### config.mk
export PLATFORM = sky130hd
export DESIGN_NAME = scsc_ctrl_flat
export DESIGN_NICKNAME = d
export VERILOG_FILES = /design/src/sv/scsc_pkg.sv /design/src/sv/scsc_if.sv /design/src/sv/scsc_ctrl.sv /design/src/flat_wrapper.sv
export SDC_FILE = /design/constraint.sdc
export NUM_CORES = 1
export LEC_CHECK = 0
export BUFFER_PORTS_ARGS = -buffer_cell sky130_fd_sc_hd__buf_2
export CAP_MARGIN = 20
export CORE_ASPECT_RATIO = 1.4
export CORE_MARGIN = 5
export CORE_UTILIZATION = 50
export CTS_BUF_LIST = sky130_fd_sc_hd__clkbuf_2
export DETAILED_ROUTE_END_ITERATION = 10
export GPL_TIMING_DRIVEN = 0
export PLACE_DENSITY = 0.78
export SLEW_MARGIN = 25
export SYNTH_ARGS = -nofsm -noshare
export SYNTH_HDL_FRONTEND = slang
export SYNTH_SLANG_ARGS = --single-unit
### constraint.sdc
create_clock -name i_clk -period 4.2 [get_ports i_clk]
set_input_delay 0 -clock i_clk [delete_from_list [all_inputs] [get_ports i_clk]]
set_output_delay 0 -clock i_clk [all_outputs]
set_load 0.01 [all_outputs]
### src/sv/scsc_pkg.sv
// Package for the solid color slot cache: sizes, result kinds, controller states,
// and the structs passed between the controller and the table store.
// No dependencies.
`default_nettype none

package scsc_pkg;

    // Table geometry
    localparam int TABLE_DEPTH = 1024;
    localparam int SLOT_W      = $clog2(TABLE_DEPTH);
    localparam int CNT_W       = SLOT_W + 1;
    localparam int OUT_SLOT_W  = 10;
    localparam int COLOR_W     = 32;
    localparam int KIND_W      = 3;

    localparam logic [CNT_W-1:0]   DEPTH_CNT  = CNT_W'(TABLE_DEPTH);
    localparam logic [CNT_W-1:0]   ONE_CNT    = CNT_W'(1);
    localparam logic [SLOT_W-1:0]  SLOT_ZERO  = '0;
    localparam logic [SLOT_W-1:0]  SLOT_ONE   = SLOT_W'(1);
    localparam logic [COLOR_W-1:0] WHITE_ARGB = 32'hffff_ffff;
    localparam logic [COLOR_W-1:0] RGB_MASK   = 32'h00ff_ffff;

    // Result kinds
    typedef enum logic [KIND_W-1:0] {
        KIND_ALPHA   = 3'd0,
        KIND_WHITE   = 3'd1,
        KIND_LAST    = 3'd2,
        KIND_HIT     = 3'd3,
        KIND_REVIVED = 3'd4,
        KIND_NEW     = 3'd5,
        KIND_FLUSHED = 3'd6
    } t_kind;

    // Controller states
    typedef enum logic [2:0] {
        S_IDLE,
        S_CHECK,
        S_LAST,
        S_SRCH,
        S_MISS,
        S_CLEAR,
        S_APPEND,
        S_EMIT
    } t_state;

    // Controller to store: one shared read port, one write address
    typedef struct packed {
        logic               rd_en;
        logic [SLOT_W-1:0]  rd_addr;
        logic [SLOT_W-1:0]  wr_addr;
        logic               color_wr_en;
        logic [COLOR_W-1:0] color_wr_data;
        logic               live_wr_en;
        logic               live_wr_data;
    } t_mem_req;

    // Store to controller: registered read data
    typedef struct packed {
        logic [COLOR_W-1:0] color;
        logic               live;
    } t_mem_rsp;

    // One result word
    typedef struct packed {
        t_kind                 kind;
        logic [OUT_SLOT_W-1:0] slot;
        logic                  wrote_back;
        logic                  table_reset;
    } t_result;

    // Table index to the 10-bit result slot (zero extend or keep the low bits)
    function automatic logic [OUT_SLOT_W-1:0] f_out_slot(input logic [SLOT_W-1:0] idx);
        logic [SLOT_W+OUT_SLOT_W-1:0] wide;
        wide = {{OUT_SLOT_W{1'b0}}, idx};
        return wide[OUT_SLOT_W-1:0];
    endfunction

endpackage

`default_nettype wire

### src/sv/scsc_if.sv
// Channel interfaces of the solid color slot cache: lookup/flush requests in,
// result words out. Depends on scsc_pkg.
`default_nettype none

interface scsc_in_if import scsc_pkg::*; ();
    logic               valid;
    logic               ready;
    logic               action;
    logic [COLOR_W-1:0] color;
    logic               buffer_on_gpu;

    modport source (output valid, action, color, buffer_on_gpu, input ready);
    modport sink   (input valid, action, color, buffer_on_gpu, output ready);
endinterface


`default_nettype wire

### src/sv/scsc_ctrl.sv
// Lookup controller: classifies a word, checks the last hit slot, walks the
// used slots, and on a miss resets (if full or buffer_on_gpu) and appends. Depends on scsc_pkg, scsc_if.
`default_nettype none

module scsc_ctrl import scsc_pkg::*; (
    input  wire logic      i_clk,
    input  wire logic      i_rst_n,
    scsc_in_if.sink        i_in,
    output t_mem_req       o_req,
    input  wire t_mem_rsp  i_rsp,
    output logic           o_res_valid,
    input  wire logic      i_res_ready,
    output t_result        o_res
);

    t_state             r_state, n_state;
    logic [CNT_W-1:0]   r_used, n_used;
    logic [SLOT_W-1:0]  r_last, n_last;
    logic               r_dirty, n_dirty;
    logic [SLOT_W-1:0]  r_idx, n_idx;
    logic               r_action, n_action;
    logic [COLOR_W-1:0] r_color, n_color;
    logic               r_gpu, n_gpu;
    t_result            r_res, n_res;

    logic [CNT_W-1:0]   idx_inc;
    logic [SLOT_W-1:0]  idx_next;
    logic [SLOT_W-1:0]  used_slot;
    logic               table_full;
    logic               more_used;

    assign idx_inc    = {1'b0, r_idx} + ONE_CNT;
    assign idx_next   = idx_inc[SLOT_W-1:0];
    assign used_slot  = r_used[SLOT_W-1:0];
    assign table_full = (r_used == DEPTH_CNT);
    assign more_used  = (r_used > ONE_CNT);

    // Control registers
    always_ff @(posedge i_clk) begin
        if (!i_rst_n) begin
            r_state <= S_IDLE;
            r_used  <= ONE_CNT;
            r_last  <= SLOT_ZERO;
            r_dirty <= 1'b1;
        end else begin
            r_state <= n_state;
            r_used  <= n_used;
            r_last  <= n_last;
            r_dirty <= n_dirty;
        end
    end

    // Payload registers
    always_ff @(posedge i_clk) begin
        r_idx    <= n_idx;
        r_action <= n_action;
        r_color  <= n_color;
        r_gpu    <= n_gpu;
        r_res    <= n_res;
    end

    // Next state and memory requests
    always_comb begin
        n_state     = r_state;
        n_used      = r_used;
        n_last      = r_last;
        n_dirty     = r_dirty;
        n_idx       = r_idx;
        n_action    = r_action;
        n_color     = r_color;
        n_gpu       = r_gpu;
        n_res       = r_res;
        o_req       = '0;
        i_in.ready  = 1'b0;
        o_res_valid = 1'b0;

        unique case (r_state)
            S_IDLE: begin
                i_in.ready = 1'b1;
                if (i_in.valid) begin
                    n_action = i_in.action;
                    n_color  = i_in.color;
                    n_gpu    = i_in.buffer_on_gpu;
                    n_state  = S_CHECK;
                end
            end

            S_CHECK: begin
                n_res.wrote_back  = 1'b0;
                n_res.table_reset = 1'b0;
                n_res.slot        = '0;
                priority if (r_action) begin
                    n_dirty          = 1'b0;
                    n_last           = SLOT_ZERO;
                    n_res.kind       = KIND_FLUSHED;
                    n_res.wrote_back = 1'b1;
                    n_state          = S_EMIT;
                end else if ((r_color & RGB_MASK) == '0) begin
                    n_res.kind = KIND_ALPHA;
                    n_res.slot = {2'b00, r_color[31:24]};
                    n_state    = S_EMIT;
                end else if (r_color == WHITE_ARGB) begin
                    n_res.kind = KIND_WHITE;
                    n_state    = S_EMIT;
                end else if (r_last != SLOT_ZERO) begin
                    // slot 0 stands for white and is never written, so only a nonzero last slot can hit
                    o_req.rd_en   = 1'b1;
                    o_req.rd_addr = r_last;
                    n_state       = S_LAST;
                end else if (more_used) begin
                    o_req.rd_en   = 1'b1;
                    o_req.rd_addr = SLOT_ONE;
                    n_idx         = SLOT_ONE;
                    n_state       = S_SRCH;
                end else begin
                    n_state = S_MISS;
                end
            end

            S_LAST: begin
                priority if (i_rsp.color == r_color) begin
                    n_res.kind = KIND_LAST;
                    n_res.slot = f_out_slot(r_last);
                    n_state    = S_EMIT;
                end else if (more_used) begin
                    o_req.rd_en   = 1'b1;
                    o_req.rd_addr = SLOT_ONE;
                    n_idx         = SLOT_ONE;
                    n_state       = S_SRCH;
                end else begin
                    n_state = S_MISS;
                end
            end

            // One stored color per cycle; the read of the next slot overlaps the compare
            S_SRCH: begin
                priority if (i_rsp.color == r_color) begin
                    n_res.kind          = i_rsp.live ? KIND_HIT : KIND_REVIVED;
                    n_res.slot          = f_out_slot(r_idx);
                    o_req.live_wr_en    = 1'b1;
                    o_req.live_wr_data  = 1'b1;
                    o_req.wr_addr       = r_idx;
                    n_last              = r_idx;
                    n_state             = S_EMIT;
                end else if (idx_inc < r_used) begin
                    o_req.rd_en   = 1'b1;
                    o_req.rd_addr = idx_next;
                    n_idx         = idx_next;
                end else begin
                    n_state = S_MISS;
                end
            end

            S_MISS: begin
                if (table_full || r_gpu) begin
                    n_res.wrote_back  = r_dirty;
                    n_res.table_reset = 1'b1;
                    n_dirty           = 1'b0;
                    n_last            = SLOT_ZERO;
                    n_idx             = SLOT_ONE;
                    priority if (table_full) begin
                        n_used  = ONE_CNT;
                        n_state = S_APPEND;
                    end else if (more_used) begin
                        n_state = S_CLEAR;
                    end else begin
                        n_state = S_APPEND;
                    end
                end else begin
                    n_state = S_APPEND;
                end
            end

            // Drop handles of used slots 1..used-1, one per cycle
            S_CLEAR: begin
                o_req.live_wr_en   = 1'b1;
                o_req.live_wr_data = 1'b0;
                o_req.wr_addr      = r_idx;
                if (idx_inc < r_used) begin
                    n_idx = idx_next;
                end else begin
                    n_state = S_APPEND;
                end
            end

            S_APPEND: begin
                o_req.wr_addr       = used_slot;
                o_req.color_wr_en   = 1'b1;
                o_req.color_wr_data = r_color;
                o_req.live_wr_en    = 1'b1;
                o_req.live_wr_data  = 1'b1;
                n_used              = r_used + ONE_CNT;
                n_dirty             = 1'b1;
                n_last              = used_slot;
                n_res.kind          = KIND_NEW;
                n_res.slot          = f_out_slot(used_slot);
                n_state             = S_EMIT;
            end

            S_EMIT: begin
                o_res_valid = 1'b1;
                if (i_res_ready) begin
                    n_state = S_IDLE;
                end
            end

            default: begin
                n_state = S_IDLE;
            end
        endcase
    end

    assign o_res = r_res;

endmodule

`default_nettype wire
### src/flat_wrapper.sv
// flat-port wrapper written by rule: the top's interface ports become plain ports
module scsc_ctrl_flat import scsc_pkg::*;
  (i_clk, i_rst_n, o_req, i_rsp, o_res_valid, i_res_ready, o_res, i_in_valid, i_in_action, i_in_color, i_in_buffer_on_gpu, i_in_ready);
  scsc_in_if i_in_i ();
  input  wire logic i_clk;
  input  wire logic i_rst_n;
  output t_mem_req o_req;
  input  wire t_mem_rsp i_rsp;
  output logic o_res_valid;
  input  wire logic i_res_ready;
  output t_result o_res;
  input wire logic [$bits(i_in_i.valid)-1:0] i_in_valid;
  input wire logic [$bits(i_in_i.action)-1:0] i_in_action;
  input wire logic [$bits(i_in_i.color)-1:0] i_in_color;
  input wire logic [$bits(i_in_i.buffer_on_gpu)-1:0] i_in_buffer_on_gpu;
  output wire logic [$bits(i_in_i.ready)-1:0] i_in_ready;
  assign i_in_i.valid = i_in_valid;
  assign i_in_i.action = i_in_action;
  assign i_in_i.color = i_in_color;
  assign i_in_i.buffer_on_gpu = i_in_buffer_on_gpu;
  assign i_in_ready = i_in_i.ready;
  scsc_ctrl u_core (.i_clk(i_clk), .i_rst_n(i_rst_n), .i_in(i_in_i), .o_req(o_req), .i_rsp(i_rsp), .o_res_valid(o_res_valid), .i_res_ready(i_res_ready), .o_res(o_res));
endmodule
==> impl_metrics.env, run 1 <==
export IMPL_yosys_register_bits=84
export IMPL_syn_avg_cell_area_um2=9.75
export IMPL_ant_nets=0
export IMPL_ys_flop_type="edfxtp_1"
export IMPL_dpl_hpwl_mm=12.7
export IMPL_arrival_ns=3.97
export IMPL_ys_warn_count=0
export IMPL_fmax_mhz=252
export IMPL_holdWs_ns=0.118
export IMPL_synthToLayoutAreaGrowth_pct=28.9
export IMPL_start_util=0.515
export IMPL_yosysSeqAreaShare=0.462
export IMPL_cts_max_path_buffers=2
export IMPL_min_period_ns=3.97
export IMPL_fin_total_pwr_mw=3.28
export IMPL_clk_latency_ns=0.56
export IMPL_ir_worst_vdd_uv=307
export IMPL_start_kind="flop"
export IMPL_outcome="finished, final reports clean"
export IMPL_hold_path_class="input port to flop"
export IMPL_wl_mm=17.6
export IMPL_finClkSkew_ns=0.0412
export IMPL_ios=144
export IMPL_route_detailed_wl_per_inst_um=20.9
export IMPL_core_um2=9560
export IMPL_die_h_um=127
export IMPL_finalHoldViolCount=0
export IMPL_slew_headroom=0.474
export IMPL_post_route_period_util=0.946
export IMPL_mappedNetlistArea_um2=4920
export IMPL_p_per_area_nw_per_um2=516
export IMPL_grt_use_total=0.289
export IMPL_synth_nets=590
export IMPL_routabilityCongestion=0.982
export IMPL_whs_path_depth=2
export IMPL_clock_sinks=84
export IMPL_r2r_setup_slack_ns=0.37
export IMPL_drive_gt1_frac=0.247
export IMPL_final_core_util=0.664
export IMPL_cp_max_fo=10
export IMPL_cts_buffers=9
export IMPL_grt_max_degree=35
export IMPL_overflow=0
export IMPL_rr_startpoint="u_core.r_idx[1]"
export IMPL_power_leakage_nw=2.84
export IMPL_portBuffers=143
export IMPL_nets=785
export IMPL_dieArea_um2=12000
export IMPL_grt_pass1_wl_mm=26.5
export IMPL_antenna_found_initial=0
export IMPL_htreeDepth=3
export IMPL_drc_errors=0
export IMPL_worstPathRequired_ns=4.20
export IMPL_hp_start="i_in_color[20]"
export IMPL_crit_type="flop to primary output"
export IMPL_grt_pass1_vias=5166
export IMPL_setup_viol=0
export IMPL_fp_row_count=42
export IMPL_ys_async_sr_fraction=0
export IMPL_slew_viol_final=0
export IMPL_drv_cap=0
export IMPL_die_w_um=93.9
export IMPL_reg2reg_to="u_core.r_idx[5]"
export IMPL_drt_iter0_markers=496
export IMPL_hold_path_endpoint="u_core.r_color[20]"
export IMPL_synth_edff_count=59
export IMPL_dr_pass1_iters=6
export IMPL_clock_root_buffer="clkbuf_2"
export IMPL_path_clk_slew_ns=0.26
export IMPL_cts_tree="done"
export IMPL_vias=5112
export IMPL_reg2regPathDepth=12
export IMPL_ys_types=49
export IMPL_synth_cells=505
export IMPL_viasPerCell=6.10
export IMPL_rsz0062_at_grt="no"
export IMPL_tightestPinTransition_ns=0.789
export IMPL_critPathCaptureType="primary output"
timing repair:
item                                   in CTS  in global routing
hold buffers                               40                  0
buffers inserted                            0                  0
resized for setup                           0                  0
endpoints found under the hold margin      45                  0
area by class of cell:
| class | count | area [µm²] |
|---|---|---|
| fillers | 769 | 3220 |
| multi-input cells | 370 | 2450 |
| flip-flops and latches | 84 | 2270 |
| repair buffers | 184 | 1120 |
| well taps | 132 | 165 |
| plain buffers | 26 | 118 |
| inverters | 25 | 93.8 |
| clock inverters | 7 | 80.1 |
| clock buffers | 9 | 45.0 |
| diodes | 1 | 2.50 |
metal layers:
| metal | global-route usage | part of all wire |
|---|---|---|
| met4 | 0.176 | 0.067 |
| met5 | 0 | 0 |
| met3 | 0.0618 | 0.084 |
| met1 | 0.307 | 0.34 |
| met2 | 0.512 | 0.51 |
cells in the mapped netlist (3+ instances only):
master    count  area share
edfxtp_1     59        0.36
nand2_1      58       0.044
xor2_1       37       0.066
and3_1       35       0.044
nor2_1       27       0.021
dfxtp_1      25        0.10
inv_1        25       0.019
o21ai_0      24       0.024
nor4_1       20       0.025
clkbuf_1     18       0.014
nand4_1      17       0.022
a21oi_1      16       0.016
ha_1         14       0.036
nand3_1      14       0.014
a22o_1       12       0.021
xnor2_1      12       0.021
mux2i_1      10       0.020
a221o_1       8       0.016
nor3_1        7      0.0071
and2_1        6      0.0076
nand2b_1      6      0.0076
nor2b_1       6      0.0076
a21o_1        5      0.0076
a31oi_1       5      0.0064
buf_2         4      0.0041
o31ai_1       4      0.0061
a32o_1        3      0.0061
how the worst max path moves through the flow:
stage                         start         endpoint  slack, ns  cells past startpoint
floorplan           u_core.r_idx[2]  u_core.r_idx[0]       0.58                     13
global placement    u_core.r_idx[1]  u_core.r_idx[4]      -0.28                     11
detailed placement  u_core.r_idx[1]  u_core.r_idx[4]       0.41                     12
CTS                 u_core.r_idx[1]        o_req[50]       0.21                     12
global route        u_core.r_idx[1]        o_req[50]       0.01                     12
finish              u_core.r_idx[1]        o_req[50]       0.23                     12
metrics by stage:
stage	instance area [µm²]	TNS, ns	std cells	setup WS, ns
after detailed placement	5820	0	781	0.406
after floorplan	4920	0	505	0.580
after global routing	6340	0	837	0.0124
after global placement	5800	-2.76	780	-0.277
final	6350	0	838	0.226
after CTS	6340	0	837	0.210
layout by cell type (no fill, tap or decap), types with 3 or more instances in the layout:
| cell | n |
|---|---|
| buf_2 | 147 |
| and3_1 | 35 |
| nor2_1 | 27 |
| o31ai_1 | 4 |
| a21o_1 | 5 |
| nand3_1 | 14 |
| mux2i_1 | 10 |
| edfxtp_1 | 59 |
| nand2_1 | 58 |
| a32o_1 | 3 |
| o21ai_0 | 24 |
| xnor2_1 | 12 |
| ha_1 | 14 |
| and2_1 | 5 |
| a221o_1 | 8 |
| a31oi_1 | 5 |
| inv_1 | 25 |
| clkbuf_1 | 18 |
| dlygate4sd3_1 | 40 |
| buf_4 | 3 |
| nand2b_1 | 6 |
| xor2_1 | 37 |
| nor2b_1 | 6 |
| clkbuf_2 | 9 |
| nor4_1 | 20 |
| nand4_1 | 17 |
| a21oi_1 | 16 |
| nor3_1 | 7 |
| a22o_1 | 12 |
| dfxtp_1 | 25 |
cell families (layout without fill, tap and decap cells):
| kind of cell | count (synthesis) | in the layout | synth area share |
|---|---|---|---|
| buffers and inverters | 51 | 251 | 0.0430 |
| flip-flops | 84 | 84 | 0.462 |
| other | 0 | 1 | 0 |
| AO/OA/AOI/OAI | 95 | 95 | 0.142 |
| XOR/XNOR | 49 | 49 | 0.0872 |
| multiplexers | 10 | 10 | 0.0203 |
| AND/OR/NAND/NOR | 202 | 202 | 0.211 |
| adder cells (fa/ha/maj) | 14 | 14 | 0.0356 |
state kept, by name, summed over array words and instances, names as in the netlist:
| signal | count |
|---|---|
| u_core.r_gpu | 1 |
| u_core.r_dirty | 1 |
| u_core.o_res | 15 |
| u_core.r_state | 3 |
| u_core.r_action | 1 |
| u_core.r_idx | 10 |
| u_core.r_color | 32 |
| u_core.r_last | 10 |
| u_core.r_used | 11 |
power by group:
| group | switching [mW] | total, mW | internal [mW] | leakage, nW |
|---|---|---|---|---|
| clock | 0.317 | 0.464 | 0.146 | 0.0748 |
| combinational | 0.915 | 1.43 | 0.518 | 2.00 |
| sequential | 0.198 | 1.38 | 1.18 | 0.760 |
| total | 1.43 | 3.28 | 1.85 | 2.84 |
critical path: stages (launching register included):
cell,delay (ns)
edfxtp_1,0.57
ha_1,0.31
xnor2_1,0.24
inv_1,0.08
ha_1,0.32
a21o_1,0.18
a31oi_1,0.15
o21ai_0,0.16
a221oi_2,0.49
nand3_1,0.16
buf_2,0.22
o21ai_0,0.34
buf_2,0.21
No activity file was read; power rests on OpenSTA's default activity.
==> run 2: changes to the inputs <==
--- a/config.mk
+++ b/config.mk
@@ -14,6 +14,7 @@
 export DETAILED_ROUTE_END_ITERATION = 10
 export GPL_TIMING_DRIVEN = 0
 export PLACE_DENSITY = 0.78
+export RECOVER_POWER = 25
 export SLEW_MARGIN = 25
 export SYNTH_ARGS = -nofsm -noshare
 export SYNTH_HDL_FRONTEND = slang
==> run 2 against run 1 <==
Cell count unchanged. Cell area fell by 0.39%. Sequential power barely moved.
==> impl_metrics.env, run 2 (same netlist as run 1, synthesis figures left out) <==
export IMPL_route_detailed_wl_per_inst_um=20.9
export IMPL_grt_pass1_vias=5166
export IMPL_p_per_area_nw_per_um2=516
export IMPL_dpl_hpwl_mm=12.7
export IMPL_fin_total_pwr_mw=3.26
export IMPL_cp_max_fo=10
export IMPL_start_util=0.515
export IMPL_overflow=0
export IMPL_whs_path_depth=2
export IMPL_clock_root_buffer="clkbuf_2"
export IMPL_drive_gt1_frac=0.218
export IMPL_nets=785
export IMPL_drt_iter0_markers=505
export IMPL_regMostFlops="u_core.r_color"
export IMPL_final_common_cell="buf_2"
export IMPL_grt_max_degree=35
export IMPL_grt_use_total=0.289
export IMPL_cts_buffers=9
export IMPL_ios=144
export IMPL_finClkSkew_ns=0.0539
export IMPL_drc_errors=0
export IMPL_dr_pass1_iters=6
export IMPL_dp_cells=781
export IMPL_die_h_um=127
export IMPL_slew_viol_final=0
export IMPL_hold_path_class="input port to flop"
export IMPL_dp_slack_ns=0.406
export IMPL_htreeDepth=3
export IMPL_holdWs_ns=0.108
export IMPL_crit_type="flop to primary output"
export IMPL_fp_row_count=42
export IMPL_wl_mm=17.5
export IMPL_ir_worst_vdd_uv=306
export IMPL_final_core_util=0.661
export IMPL_routabilityCongestion=0.982
export IMPL_setup_viol=0
export IMPL_drv_cap=0
export IMPL_placed_area_um2=5820
export IMPL_final_cell_area_um2=6320
export IMPL_vias=5067
export IMPL_critPathCaptureType="primary output"
export IMPL_dieArea_um2=12000
export IMPL_final_cell_mix="buf_2, edfxtp_1, nand2_1"
export IMPL_viasPerCell=6.05
export IMPL_antenna_found_initial=0
export IMPL_start_kind="flop"
export IMPL_stdcell_count=838
export IMPL_grt_pass1_wl_mm=26.5
export IMPL_reg2regPathDepth=12
export IMPL_clock_sinks=84
export IMPL_die_w_um=93.9
export IMPL_power_leakage_nw=2.78
export IMPL_tightestPinTransition_ns=1.08
export IMPL_path_clk_slew_ns=0.27
export IMPL_clk_latency_ns=0.58
export IMPL_finalHoldViolCount=0
export IMPL_ant_nets=0
export IMPL_portBuffers=143
export IMPL_outcome="finished, final reports clean"
export IMPL_rsz0062_at_grt="no"
export IMPL_tns_ns=0
export IMPL_arrival_ns=3.98
export IMPL_fmax_mhz=251
export IMPL_post_cts_setup_buffer_count=0
export IMPL_cts_tree="done"
export IMPL_core_um2=9560
export IMPL_cts_max_path_buffers=2
export IMPL_post_route_period_util=0.948
export IMPL_largest_reg_flops=32
export IMPL_rr_startpoint="u_core.r_idx[1]"
export IMPL_slew_headroom=0.270
export IMPL_hp_start="i_in_color[20]"
export IMPL_min_period_ns=3.98
export IMPL_worstPathRequired_ns=4.20
export IMPL_setup_ws_ns=0.218
export IMPL_synthToLayoutAreaGrowth_pct=28.4
export IMPL_crit_start="u_core.r_idx[1]"
run 2: cell count changes in the layout (fill, tap and decap cells not counted), sizes merged:
cell | before | now
buf | 152 | 132
clkbuf | 27 | 47
run 2: layout make-up:
cell class	count	area, µm²
sequential	84	2270
tap	132	165
fill	778	3240
buffer	26	116
clock inverter	7	80.1
timing repair buffer	184	1100
multi-input combinational	370	2450
antenna	1	2.50
clock buffer	9	45.0
inverter	25	93.8
run 2: worst max-delay path, cell delays in order (launching register included):
cell and delay [ns]:
edfxtp_1 0.58, ha_1 0.31, xnor2_1 0.24, inv_1 0.08
ha_1 0.32, a21o_1 0.18, a31oi_1 0.15, o21ai_0 0.16
a221oi_2 0.49, nand3_1 0.16, buf_2 0.22, o21ai_0 0.33
buf_2 0.20
run 2: what timing repair did:
| item | CTS | global route |
|---|---|---|
| gates resized for setup | 0 | 0 |
| hold buffers | 40 | 0 |
| endpoints found under the hold margin | 45 | 0 |
run 2: power breakdown:
part	leakage [nW]	switching [mW]	total, mW	internal, mW
Sequential	0.760	0.200	1.38	1.18
Clock	0.0748	0.321	0.467	0.146
Combinational	1.95	0.912	1.41	0.499
Total	2.78	1.43	3.26	1.83
run 2: final timing paths:
kind	to	slack, ns
max reg2reg	u_core.r_idx[5]	0.36
max	o_req[50]	0.22
min reg2reg	u_core.r_last[9]	0.54
min	u_core.r_color[20]	0.11
run 2: per-layer routing:
metal	GRT usage	part of all wire
met5	0	0
met2	0.512	0.51
met4	0.176	0.061
met3	0.0618	0.086
met1	0.307	0.34
==> run 3: changes to the inputs <==
==> constraint.sdc (replaced) <==
create_clock -name i_clk -period 3.89 [get_ports i_clk]
set_input_delay 0 -clock i_clk [delete_from_list [all_inputs] [get_ports i_clk]]
set_output_delay 0 -clock i_clk [all_outputs]
set_load 0.01 [all_outputs]
==> run 3 against run 2 <==
Register-to-register slack worse by 0.06 ns. Total power up 8.6%. Sequential power up 7%. Combinational power up 9.9%.
==> impl_metrics.env, run 3 (same netlist as run 1, synthesis figures left out) <==
export IMPL_outcome="finished, final reports clean"
export IMPL_finalHoldViolCount=0
export IMPL_clock_sinks=84
export IMPL_overflow=0
export IMPL_critPathCaptureType="primary output"
export IMPL_holdWs_ns=0.116
export IMPL_grt_use_total=0.289
export IMPL_worstPathRequired_ns=3.89
export IMPL_die_h_um=127
export IMPL_finClkSkew_ns=0.0527
export IMPL_crit_start="u_core.r_idx[3]"
export IMPL_clk_latency_ns=0.57
export IMPL_hp_start="i_in_color[20]"
export IMPL_drt_iter0_markers=534
export IMPL_largest_reg_flops=32
export IMPL_post_route_period_util=0.963
export IMPL_hold_path_class="input port to flop"
export IMPL_dr_pass1_iters=5
export IMPL_vias=5097
export IMPL_die_w_um=93.9
export IMPL_cp_max_fo=10
export IMPL_dp_cells=781
export IMPL_power_leakage_nw=2.80
export IMPL_rsz0062_at_grt="no"
export IMPL_stdcell_count=841
export IMPL_ant_nets=0
export IMPL_r2r_setup_slack_ns=0.30
export IMPL_final_cell_mix="buf_2, edfxtp_1, nand2_1"
export IMPL_arrival_ns=3.75
export IMPL_drive_gt1_frac=0.222
export IMPL_cts_buffers=9
export IMPL_ios=144
export IMPL_path_clk_slew_ns=0.28
export IMPL_setup_viol=0
export IMPL_grt_pass1_wl_mm=26.6
export IMPL_antenna_found_initial=0
export IMPL_ir_worst_vdd_uv=339
export IMPL_cts_max_path_buffers=2
export IMPL_crit_type="flop to primary output"
export IMPL_grt_max_degree=35
export IMPL_dpl_hpwl_mm=12.7
export IMPL_start_kind="flop"
export IMPL_fp_row_count=42
export IMPL_fin_total_pwr_mw=3.54
export IMPL_htreeDepth=3
export IMPL_start_util=0.515
export IMPL_final_common_cell="buf_2"
export IMPL_core_um2=9560
export IMPL_rr_startpoint="u_core.r_idx[3]"
export IMPL_tightestPinTransition_ns=1.07
export IMPL_cts_tree="done"
export IMPL_min_period_ns=3.75
export IMPL_clock_root_buffer="clkbuf_2"
export IMPL_portBuffers=143
export IMPL_slew_viol_final=0
export IMPL_drv_cap=0
export IMPL_regMostFlops="u_core.r_color"
export IMPL_routabilityCongestion=0.982
export IMPL_wl_mm=17.6
export IMPL_synthToLayoutAreaGrowth_pct=28.9
export IMPL_nets=788
export IMPL_p_per_area_nw_per_um2=558
export IMPL_grt_pass1_vias=5171
export IMPL_slew_headroom=0.282
export IMPL_viasPerCell=6.06
export IMPL_route_detailed_wl_per_inst_um=20.9
export IMPL_dieArea_um2=12000
export IMPL_fmax_mhz=267
export IMPL_drc_errors=0
[run 3: changes by cell type in the layout (fill, tap and decap cells not counted)]
cell | previous run | this run
buf_4 | 3 | 6
[run 3: through the flow]
step | setup slack (ns) | instance area (µm²) | utilization | TNS [ns]
floorplan | 0.270 | 4920 | - | 0
global placement | -0.587 | 5800 | 0.607 | -5.86
detailed placement | 0.0961 | 5820 | 0.608 | 0
CTS | 0.0369 | 6350 | 0.664 | 0
global route | 0.00801 | 6340 | 0.663 | 0
finish | 0.144 | 6340 | 0.663 | 0
[run 3: area by class of cell]
class	count	area [µm²]
Fill cell	774	3220
Multi-Input combinational cell	370	2450
Sequential cell	84	2270
Timing Repair Buffer	187	1120
Tap cell	132	165
Buffer	26	116
Inverter	25	93.8
Clock inverter	7	80.1
Clock buffer	9	45.0
Antenna cell	1	2.50
[run 3: power by group]
| group | internal, mW | total [mW] | switching (mW) |
|---|---|---|---|
| registers | 1.28 | 1.48 | 0.209 |
| clock network | 0.158 | 0.500 | 0.343 |
| logic | 0.554 | 1.55 | 1.00 |
[run 3: what timing repair did]
item	CTS	global route
endpoints found under the hold margin	45	0
gates resized for setup	0	0
setup buffers	1	2
pin swaps	1	0
setup endpoints to repair	1	3
hold buffers	40	0
[run 3: routing by layer]
metal / wire length [µm] / track usage / up-vias
met5: 0 / 0 / -
met3: 1410 / 0.0618 / 91
met1: 6170 / 0.309 / 2404
met2: 8910 / 0.512 / 340
met4: 1100 / 0.176 / 0
li1: - / - / 2262
[run 3: final timing paths]
path,cells past startpoint,endpoint
max,14,o_req[50]
min,2,u_core.r_color[20]
max reg2reg,14,u_core.r_idx[5]
min reg2reg,2,u_core.r_last[8]
[run 3: critical path, stage by stage, from the launching register on]
cell      delay, ns
edfxtp_1       0.56
and3_1         0.23
and2_1         0.19
nand3_1        0.09
nor2_1         0.06
xnor2_1        0.22
inv_1          0.07
ha_1           0.33
a21oi_1        0.14
nand2_1        0.08
a221oi_2       0.30
nand3_1        0.14
buf_2          0.21
o21ai_0        0.34
buf_2          0.21
